## config.mk

```make
export PLATFORM = sky130hd
export DESIGN_NAME = wifi_dcf_contention_backoff_flat
export DESIGN_NICKNAME = d
export VERILOG_FILES = /design/src/sv/dcfb_pkg.sv /design/src/sv/dcfb_evt_if.sv /design/src/sv/dcfb_res_if.sv /design/src/sv/dcfb_dpath.sv /design/src/sv/dcfb_ctrl.sv /design/src/sv/wifi_dcf_contention_backoff.sv /design/src/flat_wrapper.sv
export SDC_FILE = /design/constraint.sdc
export NUM_CORES = 2
export LEC_CHECK = 0
export BUFFER_PORTS_ARGS = -buffer_cell sky130_fd_sc_hd__buf_2
export CELL_PAD_IN_SITES_DETAIL_PLACEMENT = 0
export CELL_PAD_IN_SITES_GLOBAL_PLACEMENT = 1
export CORE_MARGIN = 1.5
export CORE_UTILIZATION = 54
export DETAILED_ROUTE_END_ITERATION = 8
export HOLD_SLACK_MARGIN = 0.1
export PLACE_DENSITY_LB_ADDON = 0.3
export SLEW_MARGIN = 30
export SYNTH_ARGS = -nofsm -noshare
export SYNTH_HDL_FRONTEND = slang
export SYNTH_SLANG_ARGS = --single-unit
```

## constraint.sdc

```tcl
create_clock -name clk -period 12.17 [get_ports clk]
set_input_delay 1.8255 -clock clk [delete_from_list [all_inputs] [get_ports clk]]
set_output_delay 1.8255 -clock clk [all_outputs]
set_load 0.005 [all_outputs]
```

## src/sv/dcfb_pkg.sv

```systemverilog
// Shared types, codes and constants of the DCF contention backoff engine.
`timescale 1ns / 1ps
`default_nettype none

package dcfb_pkg;

    // Default parameter values
    localparam int TIME_BITS_DEF = 48;
    localparam int CW_BITS_DEF   = 10;

    // Fixed field widths
    localparam int KIND_W     = 3;
    localparam int RETRY_W    = 4;
    localparam int RND_W      = 16;
    localparam int IFS_W      = 20;
    localparam int CWREG_W    = 10;
    localparam int SLOT_W     = 16;
    localparam int ST_W       = 2;
    localparam int BO_W       = 10;
    localparam int CFG_IDX_W  = 3;
    localparam int CFG_DATA_W = 20;

    // Configuration register indexes
    localparam logic [CFG_IDX_W-1:0] CFG_IFS    = 3'd0;
    localparam logic [CFG_IDX_W-1:0] CFG_EIFS   = 3'd1;
    localparam logic [CFG_IDX_W-1:0] CFG_CW_MIN = 3'd2;
    localparam logic [CFG_IDX_W-1:0] CFG_CW_MAX = 3'd3;
    localparam logic [CFG_IDX_W-1:0] CFG_SLOT   = 3'd4;

    // Configuration reset values
    localparam logic [IFS_W-1:0]   IFS_RST    = 20'd34000;
    localparam logic [IFS_W-1:0]   EIFS_RST   = 20'd94000;
    localparam logic [CWREG_W-1:0] CW_MIN_RST = 10'd15;
    localparam logic [CWREG_W-1:0] CW_MAX_RST = 10'd1023;
    localparam logic [SLOT_W-1:0]  SLOT_RST   = 16'd9000;

    // Event kinds
    localparam logic [KIND_W-1:0] KIND_START   = 3'd0;
    localparam logic [KIND_W-1:0] KIND_MEDIUM  = 3'd1;
    localparam logic [KIND_W-1:0] KIND_CORRUPT = 3'd2;
    localparam logic [KIND_W-1:0] KIND_GRANT   = 3'd3;
    localparam logic [KIND_W-1:0] KIND_COLL    = 3'd4;
    localparam logic [KIND_W-1:0] KIND_TXFIN   = 3'd5;

    // Contention states
    localparam logic [ST_W-1:0] ST_IDLE    = 2'd0;
    localparam logic [ST_W-1:0] ST_DEFER   = 2'd1;
    localparam logic [ST_W-1:0] ST_BACKOFF = 2'd2;
    localparam logic [ST_W-1:0] ST_TX      = 2'd3;

    // Controller to datapath commands
    typedef struct packed {
        logic load;
        logic rec_medium;
        logic set_eifs;
        logic div_draw;
        logic div_frz;
        logic div_step;
        logic take_draw;
        logic frz_zero;
        logic frz_take;
        logic plan_a;
        logic plan_b;
        logic plan_c;
        logic plan_d;
        logic out_load;
        logic out_sched;
    } dcfb_cmd_t;

    // Datapath to controller status
    typedef struct packed {
        logic medium_free;
        logic sched_le_now;
        logic slot_zero;
        logic div_done;
    } dcfb_sts_t;

    // Result flags of one event
    typedef struct packed {
        logic sched;
        logic cancel;
        logic send;
        logic done;
        logic coll;
        logic err;
    } dcfb_flags_t;

endpackage

`default_nettype wire

```

## src/sv/dcfb_evt_if.sv

```systemverilog
// Event channel: valid/ready handshake with the event payload.
`timescale 1ns / 1ps
`default_nettype none

interface dcfb_evt_if #(
    parameter int TIME_BITS = dcfb_pkg::TIME_BITS_DEF
);
    logic                         valid;
    logic                         ready;
    logic [dcfb_pkg::KIND_W-1:0]  kind;
    logic [TIME_BITS-1:0]         now;
    logic                         medium_free;
    logic [dcfb_pkg::RETRY_W-1:0] retry_count;
    logic [dcfb_pkg::RND_W-1:0]   random_word;

    modport source (
        output valid, kind, now, medium_free, retry_count, random_word,
        input  ready
    );
    modport sink (
        input  valid, kind, now, medium_free, retry_count, random_word,
        output ready
    );
endinterface

`default_nettype wire

```

## src/sv/dcfb_res_if.sv

```systemverilog
// Result channel: valid/ready handshake with the result payload.
`timescale 1ns / 1ps
`default_nettype none

interface dcfb_res_if #(
    parameter int TIME_BITS = dcfb_pkg::TIME_BITS_DEF
);
    logic                      valid;
    logic                      ready;
    logic [dcfb_pkg::ST_W-1:0] state_after;
    logic                      schedule_request;
    logic [TIME_BITS-1:0]      request_time;
    logic                      cancel_request;
    logic                      send_frame;
    logic                      report_complete;
    logic                      report_collision;
    logic                      event_error;
    logic [dcfb_pkg::BO_W-1:0] backoff_left;

    modport source (
        output valid, state_after, schedule_request, request_time, cancel_request,
               send_frame, report_complete, report_collision, event_error,
               backoff_left,
        input  ready
    );
    modport sink (
        input  valid, state_after, schedule_request, request_time, cancel_request,
               send_frame, report_complete, report_collision, event_error,
               backoff_left,
        output ready
    );
endinterface

`default_nettype wire

```

## src/sv/dcfb_dpath.sv

```systemverilog
// Datapath: config registers, engine timing state, shared divider and planner.
`timescale 1ns / 1ps
`default_nettype none

module dcfb_dpath #(
    parameter int TIME_BITS = dcfb_pkg::TIME_BITS_DEF,
    parameter int CW_BITS   = dcfb_pkg::CW_BITS_DEF
) (
    input  wire logic                            clk,
    input  wire logic                            rst_n,
    input  wire logic                            cfg_we,
    input  wire logic [dcfb_pkg::CFG_IDX_W-1:0]  cfg_index,
    input  wire logic [dcfb_pkg::CFG_DATA_W-1:0] cfg_data,
    input  wire logic [TIME_BITS-1:0]            now,
    input  wire logic                            medium_free,
    input  wire logic [dcfb_pkg::RETRY_W-1:0]    retry_count,
    input  wire logic [dcfb_pkg::RND_W-1:0]      random_word,
    input  wire dcfb_pkg::dcfb_cmd_t             cmd,
    output dcfb_pkg::dcfb_sts_t                  sts,
    output logic [TIME_BITS-1:0]                 request_time,
    output logic [dcfb_pkg::BO_W-1:0]            backoff_left
);

    localparam int DIV_W  = (CW_BITS + 1 > dcfb_pkg::SLOT_W) ? CW_BITS + 1 : dcfb_pkg::SLOT_W;
    localparam int PROD_W = CW_BITS + dcfb_pkg::SLOT_W;
    localparam int WAIT_W = PROD_W + 1;
    localparam int CMP_W  = (TIME_BITS > WAIT_W) ? TIME_BITS : WAIT_W;
    localparam int SUM_W  = CMP_W + 1;
    localparam int SHL_W  = CW_BITS + (1 << dcfb_pkg::RETRY_W);
    localparam int CNT_W  = $clog2(TIME_BITS + 1);

    // Configuration registers
    logic [dcfb_pkg::IFS_W-1:0]   ifs_reg;
    logic [dcfb_pkg::IFS_W-1:0]   eifs_reg;
    logic [dcfb_pkg::CWREG_W-1:0] cwmin_reg;
    logic [dcfb_pkg::CWREG_W-1:0] cwmax_reg;
    logic [dcfb_pkg::SLOT_W-1:0]  slot_reg;

    // Engine timing state
    logic                         medium_reg;
    logic [TIME_BITS-1:0]         last_reg;
    logic [TIME_BITS-1:0]         eifs_end_reg;
    logic [CW_BITS-1:0]           backoff_reg;
    logic [TIME_BITS-1:0]         sched_reg;
    logic [dcfb_pkg::RETRY_W-1:0] held_retry_reg;

    // Latched event
    logic [TIME_BITS-1:0]         now_l;
    logic                         mfree_l;
    logic [dcfb_pkg::RETRY_W-1:0] retry_l;
    logic [dcfb_pkg::RND_W-1:0]   rnd_l;

    // Divider and planner
    logic [DIV_W-1:0]     dvs_reg;
    logic [DIV_W-1:0]     rem_reg;
    logic [TIME_BITS-1:0] quo_reg;
    logic [CNT_W-1:0]     cnt_reg;
    logic [PROD_W-1:0]    prod_reg;
    logic                 use_eifs_reg;
    logic [TIME_BITS-1:0] elapsed_reg;
    logic [WAIT_W-1:0]    wait_reg;

    // Output payload
    logic [TIME_BITS-1:0]      req_time_reg;
    logic [dcfb_pkg::BO_W-1:0] bo_out_reg;

    logic [CW_BITS-1:0]   cw_lo;
    logic [CW_BITS-1:0]   cw_hi;
    logic [SHL_W-1:0]     win_shl;
    logic [SHL_W-1:0]     hi_p1;
    logic [DIV_W-1:0]     div_win;
    logic [DIV_W:0]       trial;
    logic                 trial_ge;
    logic [TIME_BITS:0]   frz_ceil;

    // Saturating time sum
    function automatic logic [TIME_BITS-1:0] sat_add(
        input logic [TIME_BITS-1:0] a,
        input logic [CMP_W-1:0]     b
    );
        logic [SUM_W-1:0] s;
        s = SUM_W'(a) + SUM_W'(b);
        if ((s >> TIME_BITS) != '0)
            sat_add = '1;
        else
            sat_add = s[TIME_BITS-1:0];
    endfunction

    // Contention window plus one: ((cw_min+1) << retry) capped at cw_max+1
    always_comb
    begin
        cw_lo   = CW_BITS'(cwmin_reg);
        cw_hi   = CW_BITS'(cwmax_reg);
        win_shl = (SHL_W'(cw_lo) + SHL_W'(1)) << retry_l;
        hi_p1   = SHL_W'(cw_hi) + SHL_W'(1);
        div_win = (win_shl > hi_p1) ? DIV_W'(hi_p1) : DIV_W'(win_shl);
    end

    // One restoring divide step
    always_comb
    begin
        trial    = {rem_reg, quo_reg[TIME_BITS-1]};
        trial_ge = trial >= {1'b0, dvs_reg};
        frz_ceil = {1'b0, quo_reg} + (TIME_BITS + 1)'(rem_reg != '0);
    end

    // Configuration and engine state
    always_ff @(posedge clk or negedge rst_n)
    begin
        if (!rst_n)
        begin
            ifs_reg        <= dcfb_pkg::IFS_RST;
            eifs_reg       <= dcfb_pkg::EIFS_RST;
            cwmin_reg      <= dcfb_pkg::CW_MIN_RST;
            cwmax_reg      <= dcfb_pkg::CW_MAX_RST;
            slot_reg       <= dcfb_pkg::SLOT_RST;
            medium_reg     <= 1'b1;
            last_reg       <= '0;
            eifs_end_reg   <= '0;
            backoff_reg    <= '0;
            sched_reg      <= '0;
            held_retry_reg <= '0;
            cnt_reg        <= '0;
        end
        else
        begin
            if (cfg_we)
            begin
                case (cfg_index)
                    dcfb_pkg::CFG_IFS:    ifs_reg   <= cfg_data;
                    dcfb_pkg::CFG_EIFS:   eifs_reg  <= cfg_data;
                    dcfb_pkg::CFG_CW_MIN: cwmin_reg <= cfg_data[dcfb_pkg::CWREG_W-1:0];
                    dcfb_pkg::CFG_CW_MAX: cwmax_reg <= cfg_data[dcfb_pkg::CWREG_W-1:0];
                    dcfb_pkg::CFG_SLOT:   slot_reg  <= cfg_data[dcfb_pkg::SLOT_W-1:0];
                    default: ;
                endcase
            end
            if (cmd.rec_medium)
            begin
                medium_reg <= mfree_l;
                last_reg   <= now_l;
            end
            if (cmd.set_eifs)
                eifs_end_reg <= sat_add(now_l, CMP_W'(eifs_reg));
            if (cmd.div_draw || cmd.div_frz)
                cnt_reg <= CNT_W'(TIME_BITS);
            else if (cmd.div_step)
                cnt_reg <= cnt_reg - CNT_W'(1);
            // Backoff draw and freeze
            if (cmd.take_draw)
            begin
                backoff_reg    <= CW_BITS'(rem_reg);
                held_retry_reg <= retry_l;
            end
            else if (cmd.frz_zero)
                backoff_reg <= '0;
            else if (cmd.frz_take && (frz_ceil < (TIME_BITS + 1)'(backoff_reg)))
                backoff_reg <= CW_BITS'(frz_ceil);
            if (cmd.plan_d)
                sched_reg <= sat_add(now_l, CMP_W'(wait_reg));
        end
    end

    // Event latch, divider, planner and output payload
    always_ff @(posedge clk)
    begin
        if (cmd.load)
        begin
            now_l   <= now;
            mfree_l <= medium_free;
            retry_l <= retry_count;
            rnd_l   <= random_word;
        end
        if (cmd.div_draw)
        begin
            dvs_reg <= div_win;
            quo_reg <= TIME_BITS'(rnd_l);
            rem_reg <= '0;
        end
        else if (cmd.div_frz)
        begin
            dvs_reg <= DIV_W'(slot_reg);
            quo_reg <= sched_reg - now_l;
            rem_reg <= '0;
        end
        else if (cmd.div_step)
        begin
            rem_reg <= trial_ge ? DIV_W'(trial - {1'b0, dvs_reg}) : trial[DIV_W-1:0];
            quo_reg <= {quo_reg[TIME_BITS-2:0], trial_ge};
        end
        // Plan: free time, IFS choice, slot product, remaining wait
        if (cmd.plan_a)
        begin
            prod_reg     <= PROD_W'(backoff_reg) * PROD_W'(slot_reg);
            use_eifs_reg <= eifs_end_reg > sat_add(now_l, CMP_W'(ifs_reg));
            elapsed_reg  <= (now_l >= last_reg) ? now_l - last_reg : '0;
        end
        if (cmd.plan_b)
            wait_reg <= WAIT_W'(use_eifs_reg ? eifs_reg : ifs_reg) + WAIT_W'(prod_reg);
        else if (cmd.plan_c && (held_retry_reg == '0))
            wait_reg <= (CMP_W'(elapsed_reg) > CMP_W'(wait_reg)) ? '0
                      : WAIT_W'(CMP_W'(wait_reg) - CMP_W'(elapsed_reg));
        if (cmd.out_load)
        begin
            req_time_reg <= cmd.out_sched ? sched_reg : '0;
            bo_out_reg   <= dcfb_pkg::BO_W'(backoff_reg);
        end
    end

    assign sts.medium_free  = medium_reg;
    assign sts.sched_le_now = sched_reg <= now_l;
    assign sts.slot_zero    = slot_reg == '0;
    assign sts.div_done     = cnt_reg == '0;

    assign request_time = req_time_reg;
    assign backoff_left = bo_out_reg;

endmodule

`default_nettype wire

```

## src/sv/dcfb_ctrl.sv

```systemverilog
// Controller: contention state machine and event sequencer.
`timescale 1ns / 1ps
`default_nettype none

module dcfb_ctrl (
    input  wire logic                          clk,
    input  wire logic                          rst_n,
    input  wire logic                          evt_valid,
    output logic                               evt_ready,
    input  wire logic [dcfb_pkg::KIND_W-1:0]   evt_kind,
    input  wire logic                          evt_medium_free,
    output logic                               res_valid,
    input  wire logic                          res_ready,
    output logic [dcfb_pkg::ST_W-1:0]          res_state,
    output dcfb_pkg::dcfb_flags_t              res_flags,
    output dcfb_pkg::dcfb_cmd_t                cmd,
    input  wire dcfb_pkg::dcfb_sts_t           sts
);

    localparam logic [3:0] SQ_IDLE = 4'd0;
    localparam logic [3:0] SQ_DEC  = 4'd1;
    localparam logic [3:0] SQ_DIV  = 4'd2;
    localparam logic [3:0] SQ_DRAW = 4'd3;
    localparam logic [3:0] SQ_FRZ  = 4'd4;
    localparam logic [3:0] SQ_P1   = 4'd5;
    localparam logic [3:0] SQ_P2   = 4'd6;
    localparam logic [3:0] SQ_P3   = 4'd7;
    localparam logic [3:0] SQ_P4   = 4'd8;
    localparam logic [3:0] SQ_FIN  = 4'd9;

    logic [3:0]                  sq_reg, sq_next;
    logic [dcfb_pkg::ST_W-1:0]   fsm_reg, fsm_next;
    logic [dcfb_pkg::KIND_W-1:0] kind_reg, kind_next;
    logic                        mfree_reg, mfree_next;
    logic                        plan_reg, plan_next;
    logic                        frz_reg, frz_next;
    dcfb_pkg::dcfb_flags_t       flg_reg, flg_next;
    logic                        out_valid_reg, out_valid_next;
    logic [dcfb_pkg::ST_W-1:0]   out_state_reg, out_state_next;
    dcfb_pkg::dcfb_flags_t       out_flg_reg, out_flg_next;

    // Sequencer and event decode
    always_comb
    begin
        sq_next        = sq_reg;
        fsm_next       = fsm_reg;
        kind_next      = kind_reg;
        mfree_next     = mfree_reg;
        plan_next      = plan_reg;
        frz_next       = frz_reg;
        flg_next       = flg_reg;
        out_state_next = out_state_reg;
        out_flg_next   = out_flg_reg;
        out_valid_next = out_valid_reg && !res_ready;
        cmd            = '0;

        case (sq_reg)
            SQ_IDLE:
            begin
                if (evt_valid)
                begin
                    cmd.load   = 1'b1;
                    kind_next  = evt_kind;
                    mfree_next = evt_medium_free;
                    flg_next   = '0;
                    sq_next    = SQ_DEC;
                end
            end
            SQ_DEC:
            begin
                sq_next = SQ_FIN;
                case (kind_reg)
                    dcfb_pkg::KIND_START:
                    begin
                        if (fsm_reg == dcfb_pkg::ST_IDLE)
                        begin
                            cmd.div_draw   = 1'b1;
                            frz_next       = 1'b0;
                            plan_next      = sts.medium_free;
                            flg_next.sched = sts.medium_free;
                            fsm_next       = sts.medium_free ? dcfb_pkg::ST_BACKOFF
                                                             : dcfb_pkg::ST_DEFER;
                            sq_next        = SQ_DIV;
                        end
                        else
                            flg_next.err = 1'b1;
                    end
                    dcfb_pkg::KIND_MEDIUM:
                    begin
                        cmd.rec_medium = 1'b1;
                        if (fsm_reg == dcfb_pkg::ST_DEFER)
                        begin
                            if (mfree_reg)
                            begin
                                fsm_next       = dcfb_pkg::ST_BACKOFF;
                                flg_next.sched = 1'b1;
                                sq_next        = SQ_P1;
                            end
                            else
                                flg_next.err = 1'b1;
                        end
                        else if (fsm_reg == dcfb_pkg::ST_BACKOFF)
                        begin
                            if (!mfree_reg)
                            begin
                                fsm_next        = dcfb_pkg::ST_DEFER;
                                flg_next.cancel = 1'b1;
                                if (sts.sched_le_now)
                                    cmd.frz_zero = 1'b1;
                                else if (!sts.slot_zero)
                                begin
                                    cmd.div_frz = 1'b1;
                                    frz_next    = 1'b1;
                                    sq_next     = SQ_DIV;
                                end
                            end
                            else
                                flg_next.err = 1'b1;
                        end
                    end
                    dcfb_pkg::KIND_CORRUPT:
                    begin
                        if (fsm_reg == dcfb_pkg::ST_DEFER)
                            cmd.set_eifs = 1'b1;
                        else if (fsm_reg == dcfb_pkg::ST_BACKOFF)
                        begin
                            cmd.set_eifs    = 1'b1;
                            flg_next.cancel = 1'b1;
                            flg_next.sched  = 1'b1;
                            sq_next         = SQ_P1;
                        end
                        else if (fsm_reg == dcfb_pkg::ST_TX)
                            flg_next.err = 1'b1;
                    end
                    dcfb_pkg::KIND_GRANT:
                    begin
                        if (fsm_reg == dcfb_pkg::ST_BACKOFF)
                        begin
                            fsm_next      = dcfb_pkg::ST_TX;
                            flg_next.send = 1'b1;
                        end
                        else
                            flg_next.err = 1'b1;
                    end
                    dcfb_pkg::KIND_COLL:
                    begin
                        if (fsm_reg == dcfb_pkg::ST_BACKOFF)
                        begin
                            fsm_next      = dcfb_pkg::ST_IDLE;
                            flg_next.coll = 1'b1;
                        end
                        else
                            flg_next.err = 1'b1;
                    end
                    dcfb_pkg::KIND_TXFIN:
                    begin
                        if (fsm_reg == dcfb_pkg::ST_TX)
                        begin
                            fsm_next      = dcfb_pkg::ST_IDLE;
                            flg_next.done = 1'b1;
                        end
                        else if (fsm_reg == dcfb_pkg::ST_BACKOFF)
                            flg_next.err = 1'b1;
                    end
                    default:
                        flg_next.err = 1'b1;
                endcase
            end
            SQ_DIV:
            begin
                if (sts.div_done)
                    sq_next = frz_reg ? SQ_FRZ : SQ_DRAW;
                else
                    cmd.div_step = 1'b1;
            end
            SQ_DRAW:
            begin
                cmd.take_draw = 1'b1;
                sq_next       = plan_reg ? SQ_P1 : SQ_FIN;
            end
            SQ_FRZ:
            begin
                cmd.frz_take = 1'b1;
                sq_next      = SQ_FIN;
            end
            SQ_P1:
            begin
                cmd.plan_a = 1'b1;
                sq_next    = SQ_P2;
            end
            SQ_P2:
            begin
                cmd.plan_b = 1'b1;
                sq_next    = SQ_P3;
            end
            SQ_P3:
            begin
                cmd.plan_c = 1'b1;
                sq_next    = SQ_P4;
            end
            SQ_P4:
            begin
                cmd.plan_d = 1'b1;
                sq_next    = SQ_FIN;
            end
            SQ_FIN:
            begin
                // Hand the result to the output register once it is free
                if (!out_valid_reg || res_ready)
                begin
                    cmd.out_load   = 1'b1;
                    cmd.out_sched  = flg_reg.sched;
                    out_valid_next = 1'b1;
                    out_state_next = fsm_reg;
                    out_flg_next   = flg_reg;
                    sq_next        = SQ_IDLE;
                end
            end
            default:
                sq_next = SQ_IDLE;
        endcase
    end

    // Control registers
    always_ff @(posedge clk or negedge rst_n)
    begin
        if (!rst_n)
        begin
            sq_reg        <= SQ_IDLE;
            fsm_reg       <= dcfb_pkg::ST_IDLE;
            out_valid_reg <= 1'b0;
            kind_reg      <= '0;
            mfree_reg     <= 1'b0;
            plan_reg      <= 1'b0;
            frz_reg       <= 1'b0;
            flg_reg       <= '0;
            out_state_reg <= dcfb_pkg::ST_IDLE;
            out_flg_reg   <= '0;
        end
        else
        begin
            sq_reg        <= sq_next;
            fsm_reg       <= fsm_next;
            out_valid_reg <= out_valid_next;
            kind_reg      <= kind_next;
            mfree_reg     <= mfree_next;
            plan_reg      <= plan_next;
            frz_reg       <= frz_next;
            flg_reg       <= flg_next;
            out_state_reg <= out_state_next;
            out_flg_reg   <= out_flg_next;
        end
    end

    assign evt_ready = sq_reg == SQ_IDLE;
    assign res_valid = out_valid_reg;
    assign res_state = out_state_reg;
    assign res_flags = out_flg_reg;

`ifndef SYNTHESIS
    // An accepted beat moves the sequencer straight to decode
    a_accept_decode: assert property (@(posedge clk) disable iff (!rst_n)
        (evt_valid && evt_ready) |=> (sq_reg == SQ_DEC))
        else $error("accepted beat did not enter decode");

    // An error result carries no other flag
    a_err_alone: assert property (@(posedge clk) disable iff (!rst_n)
        (out_valid_reg && out_flg_reg.err) |->
        !(out_flg_reg.sched || out_flg_reg.cancel || out_flg_reg.send ||
          out_flg_reg.done || out_flg_reg.coll))
        else $error("error flag with other flags");

    // Frame send leaves the engine transmitting
    a_send_tx: assert property (@(posedge clk) disable iff (!rst_n)
        (out_valid_reg && out_flg_reg.send) |-> (out_state_reg == dcfb_pkg::ST_TX))
        else $error("send without transmit state");

    // Completion or collision returns the engine to idle
    a_end_idle: assert property (@(posedge clk) disable iff (!rst_n)
        (out_valid_reg && (out_flg_reg.done || out_flg_reg.coll)) |->
        (out_state_reg == dcfb_pkg::ST_IDLE))
        else $error("completion or collision without idle state");
`endif

endmodule

`default_nettype wire

```

## src/sv/wifi_dcf_contention_backoff.sv

```systemverilog
// Top level of the DCF contention backoff engine.
`timescale 1ns / 1ps
`default_nettype none

// One event beat in, one result beat out. The block works on one event at a
// time: simple events (grant, collision, tx finished, ignored or refused
// events) go from decode straight to the result; a start, or a freeze on the
// medium turning busy before the scheduled time, runs the shared radix-2
// divider; a start with the medium free, the medium turning free in defer
// and a corrupt frame in backoff plan the grant time in four steps.
// The sequencer goes back to idle as the result is loaded, so the next event
// can be accepted in the following cycle.
// The result sits in an output register, so the next event is accepted while
// a result is still waiting. Configuration writes are applied at once and
// must only be made while the block is idle.
module wifi_dcf_contention_backoff #(
    parameter int TIME_BITS = dcfb_pkg::TIME_BITS_DEF,
    parameter int CW_BITS   = dcfb_pkg::CW_BITS_DEF
) (
    input  wire logic                            clk,
    input  wire logic                            rst_n,
    input  wire logic                            cfg_we,
    input  wire logic [dcfb_pkg::CFG_IDX_W-1:0]  cfg_index,
    input  wire logic [dcfb_pkg::CFG_DATA_W-1:0] cfg_data,
    dcfb_evt_if.sink                             evt,
    dcfb_res_if.source                           res
);

    dcfb_pkg::dcfb_cmd_t   cmd;
    dcfb_pkg::dcfb_sts_t   sts;
    dcfb_pkg::dcfb_flags_t flags;

    dcfb_ctrl u_ctrl (
        .clk             (clk),
        .rst_n           (rst_n),
        .evt_valid       (evt.valid),
        .evt_ready       (evt.ready),
        .evt_kind        (evt.kind),
        .evt_medium_free (evt.medium_free),
        .res_valid       (res.valid),
        .res_ready       (res.ready),
        .res_state       (res.state_after),
        .res_flags       (flags),
        .cmd             (cmd),
        .sts             (sts)
    );

    dcfb_dpath #(
        .TIME_BITS (TIME_BITS),
        .CW_BITS   (CW_BITS)
    ) u_dpath (
        .clk          (clk),
        .rst_n        (rst_n),
        .cfg_we       (cfg_we),
        .cfg_index    (cfg_index),
        .cfg_data     (cfg_data),
        .now          (evt.now),
        .medium_free  (evt.medium_free),
        .retry_count  (evt.retry_count),
        .random_word  (evt.random_word),
        .cmd          (cmd),
        .sts          (sts),
        .request_time (res.request_time),
        .backoff_left (res.backoff_left)
    );

    // Result flags
    assign res.schedule_request = flags.sched;
    assign res.cancel_request   = flags.cancel;
    assign res.send_frame       = flags.send;
    assign res.report_complete  = flags.done;
    assign res.report_collision = flags.coll;
    assign res.event_error      = flags.err;

endmodule

`default_nettype wire
```

## src/flat_wrapper.sv

```systemverilog
// flat-port wrapper written by rule: the top's interface ports become plain ports
module wifi_dcf_contention_backoff_flat 
#(
    parameter int TIME_BITS = dcfb_pkg::TIME_BITS_DEF,
    parameter int CW_BITS   = dcfb_pkg::CW_BITS_DEF
)
  (clk, rst_n, cfg_we, cfg_index, cfg_data, evt_valid, evt_kind, evt_now, evt_medium_free, evt_retry_count, evt_random_word, evt_ready, res_valid, res_state_after, res_schedule_request, res_request_time, res_cancel_request, res_send_frame, res_report_complete, res_report_collision, res_event_error, res_backoff_left, res_ready);
  dcfb_evt_if #(.TIME_BITS(TIME_BITS)) evt_i ();
  dcfb_res_if #(.TIME_BITS(TIME_BITS)) res_i ();
  input  wire logic clk;
  input  wire logic rst_n;
  input  wire logic cfg_we;
  input  wire logic [dcfb_pkg::CFG_IDX_W-1:0] cfg_index;
  input  wire logic [dcfb_pkg::CFG_DATA_W-1:0] cfg_data;
  input wire logic [$bits(evt_i.valid)-1:0] evt_valid;
  input wire logic [$bits(evt_i.kind)-1:0] evt_kind;
  input wire logic [$bits(evt_i.now)-1:0] evt_now;
  input wire logic [$bits(evt_i.medium_free)-1:0] evt_medium_free;
  input wire logic [$bits(evt_i.retry_count)-1:0] evt_retry_count;
  input wire logic [$bits(evt_i.random_word)-1:0] evt_random_word;
  output wire logic [$bits(evt_i.ready)-1:0] evt_ready;
  output wire logic [$bits(res_i.valid)-1:0] res_valid;
  output wire logic [$bits(res_i.state_after)-1:0] res_state_after;
  output wire logic [$bits(res_i.schedule_request)-1:0] res_schedule_request;
  output wire logic [$bits(res_i.request_time)-1:0] res_request_time;
  output wire logic [$bits(res_i.cancel_request)-1:0] res_cancel_request;
  output wire logic [$bits(res_i.send_frame)-1:0] res_send_frame;
  output wire logic [$bits(res_i.report_complete)-1:0] res_report_complete;
  output wire logic [$bits(res_i.report_collision)-1:0] res_report_collision;
  output wire logic [$bits(res_i.event_error)-1:0] res_event_error;
  output wire logic [$bits(res_i.backoff_left)-1:0] res_backoff_left;
  input wire logic [$bits(res_i.ready)-1:0] res_ready;
  assign evt_i.valid = evt_valid;
  assign evt_i.kind = evt_kind;
  assign evt_i.now = evt_now;
  assign evt_i.medium_free = evt_medium_free;
  assign evt_i.retry_count = evt_retry_count;
  assign evt_i.random_word = evt_random_word;
  assign evt_ready = evt_i.ready;
  assign res_valid = res_i.valid;
  assign res_state_after = res_i.state_after;
  assign res_schedule_request = res_i.schedule_request;
  assign res_request_time = res_i.request_time;
  assign res_cancel_request = res_i.cancel_request;
  assign res_send_frame = res_i.send_frame;
  assign res_report_complete = res_i.report_complete;
  assign res_report_collision = res_i.report_collision;
  assign res_event_error = res_i.event_error;
  assign res_backoff_left = res_i.backoff_left;
  assign res_i.ready = res_ready;
  wifi_dcf_contention_backoff #(.TIME_BITS(TIME_BITS), .CW_BITS(CW_BITS)) u_core (.clk(clk), .rst_n(rst_n), .cfg_we(cfg_we), .cfg_index(cfg_index), .cfg_data(cfg_data), .evt(evt_i), .res(res_i));
endmodule
```

### Word level (Yosys, flattened, before mapping)

Index checks and enable logic that the tools add are counted.

| word-level totals | value |
|---|---|
| flip-flop bits (word level) | 577 |
| bits in latches | 0 |
| RAM bits | 0 |
| ROM bits | 0 |
| output and inout port bits | 68 |
| logic and storage cells | 281 |
| memories kept | 0 |

| cells by class | value |
|---|---|
| add/subtract/negate cells | 12 |
| $mul | 1 |
| divide/modulo/power cells | 0 |
| $lt $le $gt $ge | 7 |
| equality and inequality tests | 60 |
| shift-type cells | 1 |
| mux-type cells | 110 |
| bitwise operators | 0 |
| reduce and logical (&&, ||, !) cells | 44 |

Operator list:

| operator | number |
|---|---|
| $mux 48 | 6 |
| $add 48x20->49 | 2 |
| $sub 48x48->48 | 2 |
| $mux 27 | 3 |
| $mux 16 | 5 |
| $mux 4 | 14 |
| $mux 1 | 54 |
| $ne 3x3->1 const B | 17 |
| $add 48x1->49 | 1 |
| $add 48x27->49 | 1 |
| $lt 49x10->1 | 1 |
| $ge 48x48->1 | 1 |
| $gt 48x27->1 | 1 |
| $gt 48x48->1 | 1 |
| $le 48x48->1 | 1 |
| $pmux 4 s9 | 1 |
| $mux 10 | 3 |
| $add 20x26->27 | 1 |
| $sub 27x27->27 | 1 |
| $gt 26x11->1 | 1 |
| $mul 10x16->26 | 1 |
| $ne 2x2->1 const B | 13 |
| $shl 26x4->26 | 1 |
| $mux 2 | 12 |
| 45 further kinds | 91 |

### Depth between registers and ports, before layout

| logic depth | value |
|---|---|
| word-level depth | 10 |
| gate-level depth with buffers | 24 |

### Hierarchy

From an unflattened synthesis, not the netlist that was laid out.

| second synthesis, totals | value |
|---|---|
| cells, all modules | 4,784 |
| area, all modules | 44,527.7 um^2 |

Modules (own cells, without submodules):

| module | instances | cells an instance | area each (um^2) | seq. area each (um^2) |
|---|---|---|---|---|
| dcfb_dpath | 1 | 4,594 | 42,847.3 | 14,871.8 |
| dcfb_ctrl | 1 | 190 | 1,680.4 | 675.6 |

### Least setup slack after synthesis

No wires, ideal clock.

| timing | value |
|---|---|
| path kind | flip-flop to flip-flop |
| start | register u_core.u_dpath.backoff_reg[2] |
| end | register u_core.u_dpath.prod_reg[24], data pin |
| data arrival time | 5,728 ps |
| data required time | 11,912 ps |
| slack | 6,184 ps |
| stages on the path, launching flop included | 25 |
| clock period less this slack | 5,986 ps |
| cell sequence | dfrtp_1 clkbuf_1 clkbuf_1 nand2_1 fa_1 inv_1 fa_1 inv_1 fa_1 inv_1 fa_1 inv_1 fa_1 inv_1 ha_1 o21ai_0 nor2_1 a2bb2oi_1 a41o_1 o31ai_1 o21ai_0 o41ai_1 o21bai_1 a21oi_1 xnor2_1 |

| between the ends | value |
|---|---|
| cells in the longest elaborated chain, start to end | 1 |

RTL lines:

| element | RTL line | text |
|---|---|---|
| from (decl) | dcfb_dpath.sv:43 | `logic [CW_BITS-1:0] backoff_reg;` |
| from (signal assigned) | dcfb_dpath.sv:152 | `backoff_reg <= CW_BITS'(rem_reg);` |
| from (signal assigned) | dcfb_dpath.sv:158 | `backoff_reg <= CW_BITS'(frz_ceil);` |
| $mul 10x16->26 | dcfb_dpath.sv:194 | `prod_reg <= PROD_W'(backoff_reg) * PROD_W'(slot_reg);` |
| to (signal assigned) | dcfb_dpath.sv:194 |  |
| to (decl) | dcfb_dpath.sv:58 | `logic [PROD_W-1:0] prod_reg;` |

No other way between the ends.
A chain may end at the register's enable or synchronous reset.

### Final worst setup path

| timing | value |
|---|---|
| start | register u_core.u_dpath.backoff_reg[3] |
| end | register u_core.u_dpath.prod_reg[25], data pin |

The elaborated chain is that of the path after synthesis.

==> out/summary.md <==
The floorplan has 104 rows. In this run the worst hold path is classified as reg -> reg. The most used flip-flop cell after synthesis is sky130_fd_sc_hd__edfxtp_1. The share of the clock period used by the worst path was 0.5425.

At the worst endpoint, the required time is 12,530 ps. Setup repair after global routing left no endpoint under its margin. The global-route wire length before repair came out at 209,600 um. The post-route minimum period came out at 6602 ps.

The number of sinks handled by clock tree synthesis came out at 577. The post-CTS repair timing setup buffer count was 0. The number of detailed-route iterations in the first pass is 6. Setup violations remaining at the end of the flow were counted as 0.

The remaining global-route overflow was 0. The launch point of the worst hold path is u_core.u_dpath.mfree_l. Across the VDD grid, the largest voltage drop is 0.4134 mV. Summed over all cells, the static leakage comes to 21.55 nW.

The internal portion of the total power is 0.007595 W. The die is 289.5 um tall. The number of buffers added by the clock tree synthesis step was 69; the residual DRC count was 0. The tools report the number of buffers on the longest clock path as 3. Dividing the synthesized area by the synthesized cell count gives 9.209 um2. TritonCTS built the clock tree. The placer congestion estimate was 0.9953; the number of hold violations in the final report was 0. The run gives 0.3508 as the relative slew slack. Number of levels in the clock H-tree: 3. The run gives 3,694 as the violation count after the first detailed-routing iteration. The critical path goes through nand2_1, fa_1, inv_1, fa_1, inv_1, fa_1, inv_1, fa_1, inv_1, fa_1, inv_1, ha_1, o21ai_0, or3_1, o21ai_0, nand2_1, o21ai_0, nor4_1, nor3_1, a211oi_1, a21oi_1, xnor2_1. For the total routing resource utilization after global routing, the log shows 0.3262.

The final hold slack is 460.4 ps. The worst hold path was traced through 2 stages. The routed length per placed instance works out to 22.69 um. By area the synthesized netlist is led by sky130_fd_sc_hd__edfxtp_1 18%, sky130_fd_sc_hd__dfrtp_1 13%, sky130_fd_sc_hd__ha_1 11%, sky130_fd_sc_hd__fa_1 5.3%, sky130_fd_sc_hd__nand2_1 3.8%. The largest single stage delay on the critical path is 750 ps. Max-cap violations in this run came to 0. Share of power burned in the clock network: 0.154.

The antenna violation net count after detailed routing was 0. In this run the critical register-to-register path is captured at u_core.u_dpath.prod_reg[25]. The kind of start point of the critical path is a flip-flop.

Derived from the worst setup path, the maximum achievable clock frequency is 151.5 MHz. Across all register-to-register paths, the minimum setup slack is 5570 ps. The post-synthesis async set-or-reset flop share works out to 0.4645.

The sequential group share of total power came out at 0.249. The tools report the start point of the critical path as u_core.u_dpath.backoff_reg[3]. For the worst-skew pair, the clock arrives at the later sink with an insertion delay of 630 ps.

Entering global routing, the biggest net connects 76 pins. The logs give 0.01435 W for the overall power consumption and 36.86k for the total number of vias. The floorplan die area came out at 83,820 um2.

For the final routed database, the setup TNS stands at 0 ps. Data on the critical path arrives at its endpoint at 6960 ps. The run gives 136,400 um as the total wire length after detailed routing. Biggest fanout along the worst timing path: 19.

Reported net switching power: 0.006751 W. The number of slew-limit violations in the final report came out at 0. The worst setup path is of the reg -> reg kind.

In this run the count of I/O pins placed on the die edge is 168. Clock-pin slew of the registers on the worst-case setup and hold paths: 60 ps. Of all cell types, the one taking the most synthesized area is sky130_fd_sc_hd__edfxtp_1. The sequential element share of the synthesized area came out at 0.3507.

The most used standard cell by instance count after synthesis was sky130_fd_sc_hd__nand2_1. Dividing total power by cell area gives a power density of 295.5 nW/um2. The number of hold buffers added after CTS was 0. Synthesis instantiated 97 different standard cells from the library. The library cell contributing the largest single delay on the critical path is sky130_fd_sc_hd__dfrtp_1. After floorplanning, the core was sized to cover 80,940 um2.

For the pin with the worst max-slew slack, the measured transition is 965.0 ps. The routed via count divided by cell count came out at 6.131. The fraction of power spent switching nets is 0.4706. In this run the critical register-to-register path is launched from u_core.u_dpath.backoff_reg[3].

The worst setup path is captured at a flip-flop. For the detailed-placement wirelength estimate, the log shows 104,800 um. Counting instances in the post-synthesis netlist gives the leading cell types as 452 x sky130_fd_sc_hd__nand2_1, 392 x sky130_fd_sc_hd__ha_1, 366 x sky130_fd_sc_hd__inv_1. When the netlist entered floorplanning its net count stood at 5,424. The run gives 0 as the count of yosys warnings during synthesis. Synthesized instance count: 4,814. The layout has 7,160 filler cells.

The count of buffers from port buffering works out to 167. The die span in x is 289.5 um. The fraction of synthesized cell area taken by the top area cell type works out to 0.1768.

The flip-flop and latch count after synthesis came out at 577. The run gives 0 as the number of gates resized after cts. In this run, synthesis inferred 261 flip-flops with an integrated enable. The via count of the first global-routing pass came out at 35.21k. The run finished with clean final reports. The share of power burned in combinational logic came out at 0.597.

The logs give 30.25 ps for the clock skew after layout and 5,504 for the number of nets in the layout. The critical path ends at u_core.u_dpath.prod_reg[25]. The count of cells along the worst register-to-register path is 22. The initial antenna violation count is 4, and the post-synthesis cell area is 44,330 um2.

The fraction of final layout cells sized beyond drive strength 1 was 0.1059. The library cell used as clock root buffer was sky130_fd_sc_hd__clkbuf_16. The initial core utilization came out at 0.5477. The area growth from synthesis to layout is 9.506%.
-- placed cells by master (no fill, tap or decap), types with 37 or more instances in the layout --
cell and n:
sky130_fd_sc_hd__nor3_1 84, sky130_fd_sc_hd__nand4_1 69, sky130_fd_sc_hd__nor2b_1 59, sky130_fd_sc_hd__dfrtp_1 234
sky130_fd_sc_hd__o22ai_1 37, sky130_fd_sc_hd__clkbuf_16 71, sky130_fd_sc_hd__and3_1 51, sky130_fd_sc_hd__buf_2 166
sky130_fd_sc_hd__nand2b_1 55, sky130_fd_sc_hd__buf_4 37, sky130_fd_sc_hd__mux2i_1 42, sky130_fd_sc_hd__a21o_1 135
sky130_fd_sc_hd__inv_1 365, sky130_fd_sc_hd__xnor2_1 180, sky130_fd_sc_hd__nand3_1 113, sky130_fd_sc_hd__nand2_1 452
sky130_fd_sc_hd__and2_1 162, sky130_fd_sc_hd__ha_1 392, sky130_fd_sc_hd__nor2_1 350, sky130_fd_sc_hd__o21a_1 46
sky130_fd_sc_hd__dfxtp_1 48, sky130_fd_sc_hd__edfxtp_1 261, sky130_fd_sc_hd__o21ai_0 297, sky130_fd_sc_hd__nor4_1 38
sky130_fd_sc_hd__a21oi_1 301, sky130_fd_sc_hd__xor2_1 106, sky130_fd_sc_hd__mux2_2 104, sky130_fd_sc_hd__a31oi_1 37
sky130_fd_sc_hd__fa_1 118
-- logic make-up after synthesis --
logic type,share of synthesized area
AOI/OAI and AO/OA,0.1708
xor gates and xnor gates,0.05650
adders and majority gates,0.1639
buffers and inverters,0.04939
DFF,0.3507
muxes,0.03946
and+or+nand+nor,0.1693
-- critical path: cells and delay by family, from the launching register on --
| family | cells | cell delay (ps) |
|---|---|---|
| adders and majority gates | 6 | 2950 |
| AOI/OAI and AO/OA | 5 | 1210 |
| and+or+nand+nor | 5 | 1090 |
| DFF | 1 | 750 |
| buffers and inverters | 5 | 250 |
| xor gates and xnor gates | 1 | 90 |
-- metal layers --
metal / vias to the layer above / GRT usage / wire, um
li1: 17306 / - / -
met2: 1291 / 0.5146 / 61540
met5: - / 0 / 0
met3: 209 / 0.05149 / 9787
met4: 0 / 0.1036 / 4654
met1: 18056 / 0.4600 / 60450
-- area by class of cell --
class | instances | area, um2 | share of cell area
clock buffer | 87 | 1887 | 0.03887
tap | 1060 | 1326 | 0.02732
sequential | 577 | 15550 | 0.3203
antenna | 2 | 5.005 | 0.0001031
timing repair buffer | 209 | 1205 | 0.02482
clock inverter | 40 | 504.2 | 0.01039
multi-input combinational | 3668 | 26680 | 0.5497
inverter | 369 | 1388 | 0.02858
-- power by group through the flow --
| stage | clock network, W | logic, W | registers [W] |
|---|---|---|---|
| 2_1_floorplan | 0 | 0.00634 | 0.00321 |
| 3_3_place_gp | 0 | 0.00833 | 0.00356 |
| 3_5_place_dp | 0 | 0.00841 | 0.00358 |
| 4_1_cts | 0.00223 | 0.00851 | 0.00355 |
| 5_1_grt | 0.00231 | 0.00960 | 0.00364 |
| 6_report | 0.00221 | 0.00856 | 0.00357 |
-- worst min path at each step --
stage | endpoint | slack [ps]
6_report | u_core.u_dpath.medium_reg | 460
5_1_grt | u_core.u_dpath.last_reg[4] | 500
4_1_cts | u_core.u_dpath.medium_reg | 460
3_5_place_dp | u_core.u_dpath.medium_reg | 450
3_3_place_gp | u_core.u_dpath.medium_reg | 440
2_1_floorplan | u_core.u_dpath.medium_reg | 420
-- stage by stage --
| stage | cells | cell area (um2) | util | worst slack, ps |
|---|---|---|---|---|
| 6_report | 6012 | 48550 | 0.5998 | 5568 |
| 5_1_grt | 6010 | 48540 | 0.5997 | 5232 |
| 4_1_cts | 6009 | 48500 | 0.5993 | 5628 |
| 3_5_place_dp | 5882 | 46110 | 0.5697 | 5663 |
| 3_3_place_gp | 5881 | 46090 | 0.5695 | 5774 |
| 2_1_floorplan | 4814 | 44330 | - | 6184 |
Note: power is estimated with default switching activity, not from simulation.
